## config.mk

```make
export PLATFORM = sky130hd
export DESIGN_NAME = multi_channel_fade_dimmer
export DESIGN_NICKNAME = d
export VERILOG_FILES = /design/src/design/mcfd_pkg.sv /design/src/design/mcfd_div.sv /design/src/design/mcfd_store.sv /design/src/design/multi_channel_fade_dimmer.sv
export SDC_FILE = /design/constraint.sdc
export NUM_CORES = 2
export LEC_CHECK = 0
export ABC_AREA = 1
export BUFFER_PORTS_ARGS = -buffer_cell sky130_fd_sc_hd__buf_2
export CAP_MARGIN = 0
export CORE_MARGIN = 2
export CORE_UTILIZATION = 32
export CTS_CLUSTER_DIAMETER = 50
export DETAILED_ROUTE_END_ITERATION = 10
export HOLD_SLACK_MARGIN = 0.15
export PLACE_DENSITY = 0.51
export SLEW_MARGIN = 10
export SYNTH_ARGS = -nofsm -noshare
export SYNTH_HDL_FRONTEND = slang
export SYNTH_SLANG_ARGS = --single-unit
```

## constraint.sdc

```tcl
create_clock -name clk_i -period 5.98 [get_ports clk_i]
set_clock_uncertainty 0.15 [all_clocks]
set_input_delay 1.196 -clock clk_i [delete_from_list [all_inputs] [get_ports clk_i]]
set_output_delay 1.196 -clock clk_i [all_outputs]
set_load 0.03 [all_outputs]
```

## src/design/mcfd_pkg.sv

```systemverilog
package mcfd_pkg;

  localparam int unsigned NUM_CHANNELS_DEF = 40;

  localparam int unsigned CHAN_W   = 6;
  localparam int unsigned LEVEL_W  = 8;
  localparam int unsigned FADE_W   = 16;
  localparam int unsigned DUTY_W   = 12;
  localparam int unsigned FPS_W    = 7;
  localparam int unsigned PERIOD_W = 10;
  localparam int unsigned DIV_W    = 16;
  localparam int unsigned DVSR_W   = 8;
  localparam int unsigned DCNT_W   = 5;

  localparam logic [DCNT_W-1:0] DIV_LONG_STEPS  = DCNT_W'(DIV_W);
  localparam logic [DCNT_W-1:0] DIV_SHORT_STEPS = DCNT_W'(LEVEL_W);

  localparam logic [DIV_W-1:0]   FRAME_MS_BASE   = DIV_W'(1000);
  localparam logic [LEVEL_W-1:0] SNAP_LEVEL      = LEVEL_W'(4);
  localparam logic [LEVEL_W-1:0] LIMIT_RESET     = LEVEL_W'(100);
  localparam logic [FPS_W-1:0]   FPS_RESET       = FPS_W'(20);

  localparam logic OP_SET  = 1'b0;
  localparam logic OP_TICK = 1'b1;

  localparam logic REG_BRIGHTNESS = 1'b0;
  localparam logic REG_FPS        = 1'b1;

  typedef struct packed {
    logic [LEVEL_W-1:0] level;
    logic [LEVEL_W-1:0] target;
    logic [FADE_W-1:0]  fade;
  } chan_state_t;

  typedef struct packed {
    logic        level_we;
    logic        ctl_we;
    chan_state_t entry;
  } store_wr_t;

  typedef struct packed {
    logic              start;
    logic              short_op;
    logic [DIV_W-1:0]  dividend;
    logic [DVSR_W-1:0] divisor;
  } div_req_t;

  typedef struct packed {
    logic             done;
    logic [DIV_W-1:0] quotient;
  } div_rsp_t;

endpackage

```

## src/design/mcfd_div.sv

```systemverilog
module mcfd_div (
  input  logic                clk_i,
  input  logic                rst_ni,
  input  mcfd_pkg::div_req_t  req_i,
  output mcfd_pkg::div_rsp_t  rsp_o
);

  logic [mcfd_pkg::DIV_W-1:0]  quo_q;
  logic [mcfd_pkg::DVSR_W-1:0] rem_q;
  logic [mcfd_pkg::DVSR_W-1:0] dvsr_q;
  logic [mcfd_pkg::DCNT_W-1:0] cnt_q;
  logic                        busy_q;
  logic                        done_q;

  logic [mcfd_pkg::DVSR_W:0]   trial;
  logic                        fits;
  logic [mcfd_pkg::DVSR_W-1:0] rem_d;

  // one quotient bit per cycle, restoring
  assign trial = {rem_q, quo_q[mcfd_pkg::DIV_W-1]};
  assign fits  = trial >= {1'b0, dvsr_q};
  assign rem_d = fits ? mcfd_pkg::DVSR_W'(trial - {1'b0, dvsr_q})
                      : trial[mcfd_pkg::DVSR_W-1:0];

  always_ff @(posedge clk_i or negedge rst_ni) begin
    if (!rst_ni) begin
      quo_q  <= '0;
      rem_q  <= '0;
      dvsr_q <= '0;
      cnt_q  <= '0;
      busy_q <= 1'b0;
      done_q <= 1'b0;
    end else begin
      done_q <= 1'b0;
      if (req_i.start) begin
        // a short divide only runs over the low byte of the dividend
        quo_q  <= req_i.short_op ? {req_i.dividend[mcfd_pkg::LEVEL_W-1:0],
                                    {(mcfd_pkg::DIV_W-mcfd_pkg::LEVEL_W){1'b0}}}
                                 : req_i.dividend;
        cnt_q  <= req_i.short_op ? mcfd_pkg::DIV_SHORT_STEPS : mcfd_pkg::DIV_LONG_STEPS;
        rem_q  <= '0;
        dvsr_q <= req_i.divisor;
        busy_q <= 1'b1;
      end else if (busy_q) begin
        rem_q <= rem_d;
        quo_q <= {quo_q[mcfd_pkg::DIV_W-2:0], fits};
        cnt_q <= cnt_q - 1'b1;
        if (cnt_q == mcfd_pkg::DCNT_W'(1)) begin
          busy_q <= 1'b0;
          done_q <= 1'b1;
        end
      end
    end
  end

  assign rsp_o.done     = done_q;
  assign rsp_o.quotient = quo_q;

endmodule

```

## src/design/mcfd_store.sv

```systemverilog
module mcfd_store #(
  parameter int unsigned NumChannels = mcfd_pkg::NUM_CHANNELS_DEF,
  parameter int unsigned IdxW        = (NumChannels > 1) ? $clog2(NumChannels) : 1
) (
  input  logic                  clk_i,
  input  logic                  rst_ni,
  input  logic                  rd_en_i,
  input  logic [IdxW-1:0]       rd_addr_i,
  output mcfd_pkg::chan_state_t rd_entry_o,
  input  logic [IdxW-1:0]       wr_addr_i,
  input  mcfd_pkg::store_wr_t   wr_i
);

  localparam int unsigned CtlW = mcfd_pkg::LEVEL_W + mcfd_pkg::FADE_W;

  logic [mcfd_pkg::LEVEL_W-1:0] level_mem [NumChannels];
  logic [CtlW-1:0]              ctl_mem   [NumChannels];

  logic [NumChannels-1:0]       level_vld_q;
  logic [NumChannels-1:0]       ctl_vld_q;

  logic [mcfd_pkg::LEVEL_W-1:0] level_rd_q;
  logic [CtlW-1:0]              ctl_rd_q;
  logic                         level_rd_vld_q;
  logic                         ctl_rd_vld_q;

  always_ff @(posedge clk_i) begin
    if (wr_i.level_we) begin
      level_mem[wr_addr_i] <= wr_i.entry.level;
    end
    if (wr_i.ctl_we) begin
      ctl_mem[wr_addr_i] <= {wr_i.entry.target, wr_i.entry.fade};
    end
    if (rd_en_i) begin
      level_rd_q <= level_mem[rd_addr_i];
      ctl_rd_q   <= ctl_mem[rd_addr_i];
    end
  end

  // entries never written since reset read as zero
  always_ff @(posedge clk_i or negedge rst_ni) begin
    if (!rst_ni) begin
      level_vld_q    <= '0;
      ctl_vld_q      <= '0;
      level_rd_vld_q <= 1'b0;
      ctl_rd_vld_q   <= 1'b0;
    end else begin
      if (wr_i.level_we) begin
        level_vld_q[wr_addr_i] <= 1'b1;
      end
      if (wr_i.ctl_we) begin
        ctl_vld_q[wr_addr_i] <= 1'b1;
      end
      if (rd_en_i) begin
        level_rd_vld_q <= level_vld_q[rd_addr_i];
        ctl_rd_vld_q   <= ctl_vld_q[rd_addr_i];
      end
    end
  end

  assign rd_entry_o.level = level_rd_vld_q ? level_rd_q : '0;
  assign {rd_entry_o.target, rd_entry_o.fade} = ctl_rd_vld_q ? ctl_rd_q : '0;

endmodule

```

## src/design/multi_channel_fade_dimmer.sv

```systemverilog
// A set command writes the channel store as it is accepted. A tick first runs
// a 16-step divide to find the frame period; then each channel either jumps or,
// when it fades, runs a 16-step and an 8-step divide on the shared one-bit-per-cycle
// divider. Throughput: one item at a time; an output stall holds the frame up.
// Reset clears all levels, targets and fade times at once through per-entry valid
// bits; brightness_limit returns to 100 and frames_per_second to 20.
module multi_channel_fade_dimmer #(
  parameter int unsigned NUM_CHANNELS = mcfd_pkg::NUM_CHANNELS_DEF
) (
  input  logic                           clk_i,
  input  logic                           rst_ni,
  input  logic                           cfg_we_i,
  input  logic                           cfg_index_i,
  input  logic [mcfd_pkg::LEVEL_W-1:0]   cfg_data_i,
  input  logic                           in_valid_i,
  output logic                           in_ready_o,
  input  logic                           operation_i,
  input  logic [mcfd_pkg::CHAN_W-1:0]    channel_i,
  input  logic [mcfd_pkg::LEVEL_W-1:0]   target_level_i,
  input  logic [mcfd_pkg::FADE_W-1:0]    fade_ms_i,
  input  logic [mcfd_pkg::FADE_W-1:0]    elapsed_ms_i,
  output logic                           out_valid_o,
  input  logic                           out_ready_i,
  output logic [mcfd_pkg::CHAN_W-1:0]    out_channel_o,
  output logic [mcfd_pkg::LEVEL_W-1:0]   drive_level_o,
  output logic [mcfd_pkg::DUTY_W-1:0]    duty_twelve_o,
  output logic [mcfd_pkg::LEVEL_W-1:0]   current_level_o,
  output logic                           last_of_frame_o
);

  localparam int unsigned IdxW = (NUM_CHANNELS > 1) ? $clog2(NUM_CHANNELS) : 1;
  localparam int unsigned LW   = mcfd_pkg::LEVEL_W;
  localparam int unsigned FW   = mcfd_pkg::FADE_W;

  typedef enum logic [2:0] {
    ST_IDLE, ST_PERIOD, ST_READ, ST_FETCH, ST_STEPS, ST_DELTA, ST_SQUARE, ST_EMIT
  } state_e;

  state_e state_q;

  logic [LW-1:0]                 limit_q;
  logic [mcfd_pkg::FPS_W-1:0]    fps_q;
  logic [mcfd_pkg::DVSR_W-1:0]   fps_eff;

  logic [FW-1:0]                 elapsed_q;
  logic [mcfd_pkg::PERIOD_W-1:0] period_q;
  logic [IdxW-1:0]               ch_q;
  logic [LW-1:0]                 lvl_q;
  logic [LW-1:0]                 tgt_q;
  logic [FW-1:0]                 fade_q;
  logic [2*LW-1:0]               sq_q;

  logic                          out_valid_q;
  logic [mcfd_pkg::CHAN_W-1:0]   out_channel_q;
  logic [LW-1:0]                 drive_q;
  logic [mcfd_pkg::DUTY_W-1:0]   duty_q;
  logic [LW-1:0]                 cur_q;
  logic                          last_q;

  mcfd_pkg::div_req_t            div_req_q;
  mcfd_pkg::div_rsp_t            div_rsp;
  mcfd_pkg::chan_state_t         rd_entry;
  mcfd_pkg::store_wr_t           wr_req;
  logic [IdxW-1:0]               wr_addr;

  logic                          in_accept;
  logic                          set_hit;
  logic                          emit_go;
  logic                          ch_last;
  logic [LW-1:0]                 steps;
  logic [LW-1:0]                 diff;
  logic [2*LW:0]                 sq_adj;
  logic [LW-1:0]                 sq_div;
  logic [LW-1:0]                 drive_d;

  // ---------------------------------------------------------------- config
  always_ff @(posedge clk_i or negedge rst_ni) begin
    if (!rst_ni) begin
      limit_q <= mcfd_pkg::LIMIT_RESET;
      fps_q   <= mcfd_pkg::FPS_RESET;
    end else if (cfg_we_i) begin
      if (cfg_index_i == mcfd_pkg::REG_BRIGHTNESS) begin
        limit_q <= cfg_data_i;
      end else if (cfg_index_i == mcfd_pkg::REG_FPS) begin
        fps_q <= cfg_data_i[mcfd_pkg::FPS_W-1:0];
      end
    end
  end

  assign fps_eff = (fps_q == '0) ? mcfd_pkg::DVSR_W'(1) : mcfd_pkg::DVSR_W'(fps_q);

  // ---------------------------------------------------------------- datapath
  assign in_ready_o = (state_q == ST_IDLE);
  assign in_accept  = in_valid_i && in_ready_o;
  assign set_hit    = in_accept && (operation_i == mcfd_pkg::OP_SET) &&
                      (7'(channel_i) < 7'(NUM_CHANNELS));
  assign emit_go    = (state_q == ST_EMIT) && (!out_valid_q || out_ready_i);
  assign ch_last    = (ch_q == IdxW'(NUM_CHANNELS - 1));

  // step count saturates at 255 and never drops to zero
  assign steps = (div_rsp.quotient > mcfd_pkg::DIV_W'(255)) ? LW'(255) :
                 (div_rsp.quotient == '0) ? LW'(1) : div_rsp.quotient[LW-1:0];
  assign diff  = (tgt_q > lvl_q) ? LW'(tgt_q - lvl_q) : LW'(lvl_q - tgt_q);

  // floor(x/255) for a 16-bit square
  assign sq_adj  = (2*LW+1)'(sq_q) + (2*LW+1)'(sq_q[2*LW-1:LW]) + (2*LW+1)'(1);
  assign sq_div  = sq_adj[2*LW-1:LW];
  assign drive_d = (sq_div > limit_q) ? limit_q : sq_div;

  always_comb begin
    wr_req          = '0;
    wr_addr         = ch_q;
    if (set_hit) begin
      wr_req.ctl_we       = 1'b1;
      wr_req.entry.target = target_level_i;
      wr_req.entry.fade   = fade_ms_i;
      wr_addr             = channel_i[IdxW-1:0];
    end else if (emit_go) begin
      wr_req.level_we     = 1'b1;
      wr_req.ctl_we       = 1'b1;
      wr_req.entry.level  = lvl_q;
      wr_req.entry.target = tgt_q;
      wr_req.entry.fade   = fade_q;
    end
  end

  mcfd_store #(
    .NumChannels (NUM_CHANNELS),
    .IdxW        (IdxW)
  ) u_store (
    .clk_i      (clk_i),
    .rst_ni     (rst_ni),
    .rd_en_i    (state_q == ST_READ),
    .rd_addr_i  (ch_q),
    .rd_entry_o (rd_entry),
    .wr_addr_i  (wr_addr),
    .wr_i       (wr_req)
  );

  mcfd_div u_div (
    .clk_i  (clk_i),
    .rst_ni (rst_ni),
    .req_i  (div_req_q),
    .rsp_o  (div_rsp)
  );

  // ---------------------------------------------------------------- sequencer
  always_ff @(posedge clk_i or negedge rst_ni) begin
    if (!rst_ni) begin
      state_q       <= ST_IDLE;
      div_req_q     <= '0;
      elapsed_q     <= '0;
      period_q      <= '0;
      ch_q          <= '0;
      lvl_q         <= '0;
      tgt_q         <= '0;
      fade_q        <= '0;
      sq_q          <= '0;
      out_valid_q   <= 1'b0;
      out_channel_q <= '0;
      drive_q       <= '0;
      duty_q        <= '0;
      cur_q         <= '0;
      last_q        <= 1'b0;
    end else begin
      div_req_q.start <= 1'b0;
      if (out_valid_q && out_ready_i) begin
        out_valid_q <= 1'b0;
      end

      case (state_q)
        ST_IDLE: begin
          if (in_accept && (operation_i == mcfd_pkg::OP_TICK)) begin
            elapsed_q          <= elapsed_ms_i;
            div_req_q.start    <= 1'b1;
            div_req_q.short_op <= 1'b0;
            div_req_q.dividend <= mcfd_pkg::FRAME_MS_BASE;
            div_req_q.divisor  <= fps_eff;
            state_q            <= ST_PERIOD;
          end
        end
        ST_PERIOD: begin
          if (div_rsp.done) begin
            period_q <= div_rsp.quotient[mcfd_pkg::PERIOD_W-1:0];
            ch_q     <= '0;
            // drop a short tick
            if (elapsed_q < FW'(div_rsp.quotient[mcfd_pkg::PERIOD_W-1:0])) begin
              state_q <= ST_IDLE;
            end else begin
              state_q <= ST_READ;
            end
          end
        end
        ST_READ: begin
          state_q <= ST_FETCH;
        end
        ST_FETCH: begin
          tgt_q  <= rd_entry.target;
          fade_q <= rd_entry.fade;
          if (rd_entry.fade == '0) begin
            lvl_q   <= rd_entry.target;
            state_q <= ST_SQUARE;
          end else begin
            lvl_q              <= rd_entry.level;
            div_req_q.start    <= 1'b1;
            div_req_q.short_op <= 1'b0;
            div_req_q.dividend <= rd_entry.fade;
            div_req_q.divisor  <= fps_eff;
            state_q            <= ST_STEPS;
          end
        end
        ST_STEPS: begin
          if (div_rsp.done) begin
            div_req_q.start    <= 1'b1;
            div_req_q.short_op <= 1'b1;
            div_req_q.dividend <= mcfd_pkg::DIV_W'(diff);
            div_req_q.divisor  <= steps;
            if (17'(fade_q) < (17'(elapsed_q) + 17'(period_q))) begin
              fade_q <= '0;
            end else begin
              fade_q <= fade_q - elapsed_q;
            end
            state_q <= ST_DELTA;
          end
        end
        ST_DELTA: begin
          if (div_rsp.done) begin
            if (tgt_q > lvl_q) begin
              lvl_q <= lvl_q + div_rsp.quotient[LW-1:0];
            end else if (tgt_q < lvl_q) begin
              lvl_q <= lvl_q - div_rsp.quotient[LW-1:0];
            end
            state_q <= ST_SQUARE;
          end
        end
        ST_SQUARE: begin
          // snap dim levels to off, target too
          if (lvl_q <= mcfd_pkg::SNAP_LEVEL) begin
            lvl_q <= '0;
            tgt_q <= '0;
            sq_q  <= '0;
          end else begin
            sq_q <= (2*LW)'(lvl_q) * (2*LW)'(lvl_q);
          end
          state_q <= ST_EMIT;
        end
        ST_EMIT: begin
          if (emit_go) begin
            out_valid_q   <= 1'b1;
            out_channel_q <= mcfd_pkg::CHAN_W'(ch_q);
            drive_q       <= drive_d;
            duty_q        <= {lvl_q, lvl_q[LW-1:LW/2]};
            cur_q         <= lvl_q;
            last_q        <= ch_last;
            if (ch_last) begin
              state_q <= ST_IDLE;
            end else begin
              ch_q    <= ch_q + 1'b1;
              state_q <= ST_READ;
            end
          end
        end
        default: begin
          state_q <= ST_IDLE;
        end
      endcase
    end
  end

  assign out_valid_o     = out_valid_q;
  assign out_channel_o   = out_channel_q;
  assign drive_level_o   = drive_q;
  assign duty_twelve_o   = duty_q;
  assign current_level_o = cur_q;
  assign last_of_frame_o = last_q;

endmodule

```

==> results.py <==
metrics = {
    "run_status": {
        "status": "finished clean",
    },
    "grt": {
        "track_usage_pct": 18.9,
        "antenna_found_initial": 11,
        "grt_pass1_wl_mm": 310,
        "grt_max_degree": 122,
        "grt_overflow": 0,
        "grt_pass1_vias": 46400,
    },
    "cts": {
        "cts_repair_resize_count": 0,
        "cts_setup_buffers": 0,
        "cts.clk_slew.worst_paths_ns": 0.06,
        "cts_tree": "yes",
        "clockBufferDepth": 3,
        "cts_sinks": 1580,
        "cts_root_buf": "clkbuf_16",
        "cts_buffers": 191,
        "clk_latency_ns": 0.85,
        "hold_buffers": 0,
        "htreeDepth": 4,
    },
    "die": {
        "die_h_um": 468,
        "die_area_mm2": 0.219,
        "rows": 170,
        "start_util_pct": 32.2,
        "dieWidth_um": 468,
        "core_region_area_mm2": 0.214,
        "ios": 98,
    },
    "logic_synthesis": {
        "syn_inst": 6038,
        "ys_seq_area_share_pct": 66.9,
        "ys.flop_type": "edfxtp_1",
        "synth_cell_type_count": 59,
        "synth_top_area_share_pct": 57.2,
        "synthesis.nets": 6257,
        "synth_area_leaders": "edfxtp_1 57%, dfrtp_1 9.5%, nand2_1 6.1%, o21ai_0 5.0%, nor2_1 3.6%",
        "synth_edf_count": 1312,
        "ys_async_sr_fraction_pct": 17.0,
        "yosys.area.top_type": "edfxtp_1",
        "netlist_area_mm2": 0.0689,
        "synth_warnings": 0,
        "synth-seq-cells": 1580,
        "postSynthAreaPerCell_um2": 11.4,
    },
    "drt": {
        "drt_pass1_iterations": 5,
        "wirelength_mm": 209,
        "drt_iter0_markers": 4264,
        "wl_per_cell_um": 23.0,
        "ant_nets": 0,
        "via_count": 46700,
        "drc": 0,
        "routed_via_density": 5.13,
    },
    "timing": {
        "worst_pin_slew_ns": 1.25,
        "hold_viol": 0,
        "finalCritPeriodShare_pct": 77.1,
        "setup_ws_ns": 1.37,
        "slew_headroom_pct": 16.6,
        "finalSetupViolCount": 0,
        "fin_setup_tns_ns": 0,
        "finalCriticalPeriod_ns": 4.61,
        "max_freq_mhz": 217,
        "rsz0062_at_grt": "no",
        "slew_viol_final": 0,
    },
    "power": {
        "pwr-share-clk_pct": 28.4,
        "p_per_area_mw_per_mm2": 518,
        "netSwitchingFraction_pct": 40.2,
        "max-vdd-ir-drop_v": 0.000366,
        "p_comb_share_pct": 38.0,
        "p_leak_nw": 29.9,
        "power_frac_seq_pct": 33.6,
        "p_int_w": 0.0246,
        "power_switching_w": 0.0166,
    },
    "cells_and_area": {
        "multiInputGateArea_mm2": 0.0207,
        "area_delta_synth_final_pct": 15.2,
        "drive_gt1_share_pct": 9.65,
        "ff_latch_area_mm2": 0.0461,
        "fin_nets": 6311,
        "nFillCells": 20900,
    },
    "critical_path": {
        "crit_path_end_kind": "flop",
        "crit_path_start_kind": "flop",
        "worst-r2r-cell-count": 16,
        "arrival_ns": 5.16,
        "crit_required_ns": 6.53,
        "path_class": "reg -> reg",
        "crit_fanout": 11,
    },
    "place": {
        "place_ws_ns": 1.26,
        "hpwl_mm": 131,
        "gp_congestion": 0.845,
        "io_buffer_count": 97,
    },
    "hold_path": {
        "hold_path_class": "in -> async",
    },
    "flow_run": {
        "maxCapViolations": 0,
    },
}
final timing paths:
kind / from / to / slack (ns)
worst max-delay path: lvl_q[3]$_DFFE_PN0P_ / sq_q[12]$_DFFE_PN0P_ / 1.37
worst min-delay path: rst_ni / period_q[3]$_DFFE_PN0P_ / 0.24
worst max register to register: lvl_q[3]$_DFFE_PN0P_ / sq_q[12]$_DFFE_PN0P_ / 1.37
worst min register to register: u_store.level_vld_q[0]$_DFFE_PN0P_ / u_store.level_vld_q[0]$_DFFE_PN0P_ / 0.30
max in group asynchronous: rst_ni / u_store.level_vld_q[10]$_DFFE_PN0P_ / 4.42
min in group clk_i: u_store.level_vld_q[0]$_DFFE_PN0P_ / u_store.level_vld_q[0]$_DFFE_PN0P_ / 0.30
cells in the mapped netlist, drive strengths merged (2+ instances only):
cell type and n:
a211oi 3, a21boi 4, a21o 13, a21oi 272, a221oi 6, a22o 16
a22oi 3, a31oi 20, a32o 2, a41oi 5, buf 110, clkbuf 231
clkinv 2, dfrtp 263, dfstp 5, edfxtp 1312, fa 31, ha 127
inv 300, mux2i 130, nand2 1132, nand3 148, nand3b 5, nand4 28
nor2 661, nor3 17, nor4 3, o2111ai 2, o211ai 130, o21ai 696
o21bai 6, o221ai 15, o22ai 204, o31ai 2, or2 73, xnor2 21
xor2 32
state kept, by name (all words and copies together) (netlist names), 3 cells and up:
| name | cells |
|---|---|
| u_store.ctl_mem | 960 |
| u_store.level_mem | 320 |
| u_store.ctl_vld_q | 40 |
| u_store.level_vld_q | 40 |
| div_req_q | 26 |
| u_store.ctl_rd_q | 24 |
| elapsed_q | 16 |
| fade_q | 16 |
| u_div.quo_q | 16 |
| sq_q | 15 |
| period_q | 10 |
| drive_level_o | 8 |
| duty_twelve_o | 8 |
| limit_q | 8 |
| lvl_q | 8 |
| tgt_q | 8 |
| u_div.dvsr_q | 8 |
| u_div.rem_q | 8 |
| u_store.level_rd_q | 8 |
| fps_q | 7 |
| ch_q | 6 |
| out_channel_o | 6 |
| u_div.cnt_q | 5 |
| state_q | 3 |
layout by cell type, fill, tap and decap left out, drive strengths merged, types with 72 or more instances in the layout:
master	netlist	routed
ha	127	127
o21ai	696	696
nand2	1132	1132
mux2i	130	130
o22ai	204	204
buf	110	202
clkbuf	231	242
clkinv	2	72
a21oi	272	272
edfxtp	1312	1312
or2	73	73
dfrtp	263	263
nand3	148	148
nor2	661	661
inv	300	317
o211ai	130	130
area by class of cell:
cell class                      instances  area share [%]
Antenna cell                            4          0.0126
Sequential cell                      1580            58.1
Timing Repair Buffer                  202            1.84
Multi-Input combinational cell       3815            26.0
Inverter                              302            1.45
Tap cell                             2838            4.47
Clock inverter                        116            1.65
Clock buffer                          242            6.44
metrics by stage:
step	utilization, %	hold WS (ns)	std cells	total power [W]	instance area [um2]
finish	37.0	0.242	9099	0.0411	79400
global route	37.0	0.247	9097	0.0437	79400
CTS	37.0	0.210	9095	0.0414	79400
detailed placement	34.0	0.293	8737	0.0297	73000
global placement	34.0	0.289	8737	0.0296	73000
floorplan	-	0.274	6038	0.0240	68900
power groups by stage:
| stage | Sequential [W] | Combinational (W) | Clock (W) |
|---|---|---|---|
| 6_report | 0.0138 | 0.0156 | 0.0117 |
| 5_1_grt | 0.0139 | 0.0174 | 0.0123 |
| 4_1_cts | 0.0138 | 0.0157 | 0.0119 |
| 3_5_place_dp | 0.0140 | 0.0156 | 0 |
| 3_3_place_gp | 0.0140 | 0.0156 | 0 |
| 2_1_floorplan | 0.0137 | 0.0103 | 0 |
worst max-delay path, stage by stage, from the launching register on:
cell      delay [ns]
dfrtp_1         0.61
inv_1           0.25
ha_1            0.25
or2_2           0.29
fa_1            0.52
fa_1            0.57
fa_1            0.41
ha_1            0.37
nand2_1         0.09
nor2_1          0.14
nor2_1          0.06
o21ai_0         0.31
inv_1           0.07
o21bai_1        0.17
nand2_1         0.07
nand2_1         0.06
o21ai_0         0.08
kinds of logic after synthesis:
group | Yosys count | share of synthesized area [%]
buf+inv | 643 | 3.76
xor+xnor | 53 | 0.673
mux | 130 | 1.89
simple gates | 2070 | 12.1
fa+ha+maj | 158 | 3.21
compound gates | 1404 | 11.5
flops | 1580 | 66.9
layer usage:
| layer | share of wire (%) | global-route usage (%) |
|---|---|---|
| met1 | 45 | 26.2 |
| met2 | 47 | 30.8 |
| met4 | 2.3 | 4.85 |
| met5 | 0.013 | 0 |
| met3 | 5.5 | 2.95 |
Note: power is estimated with default switching activity, not from simulation.
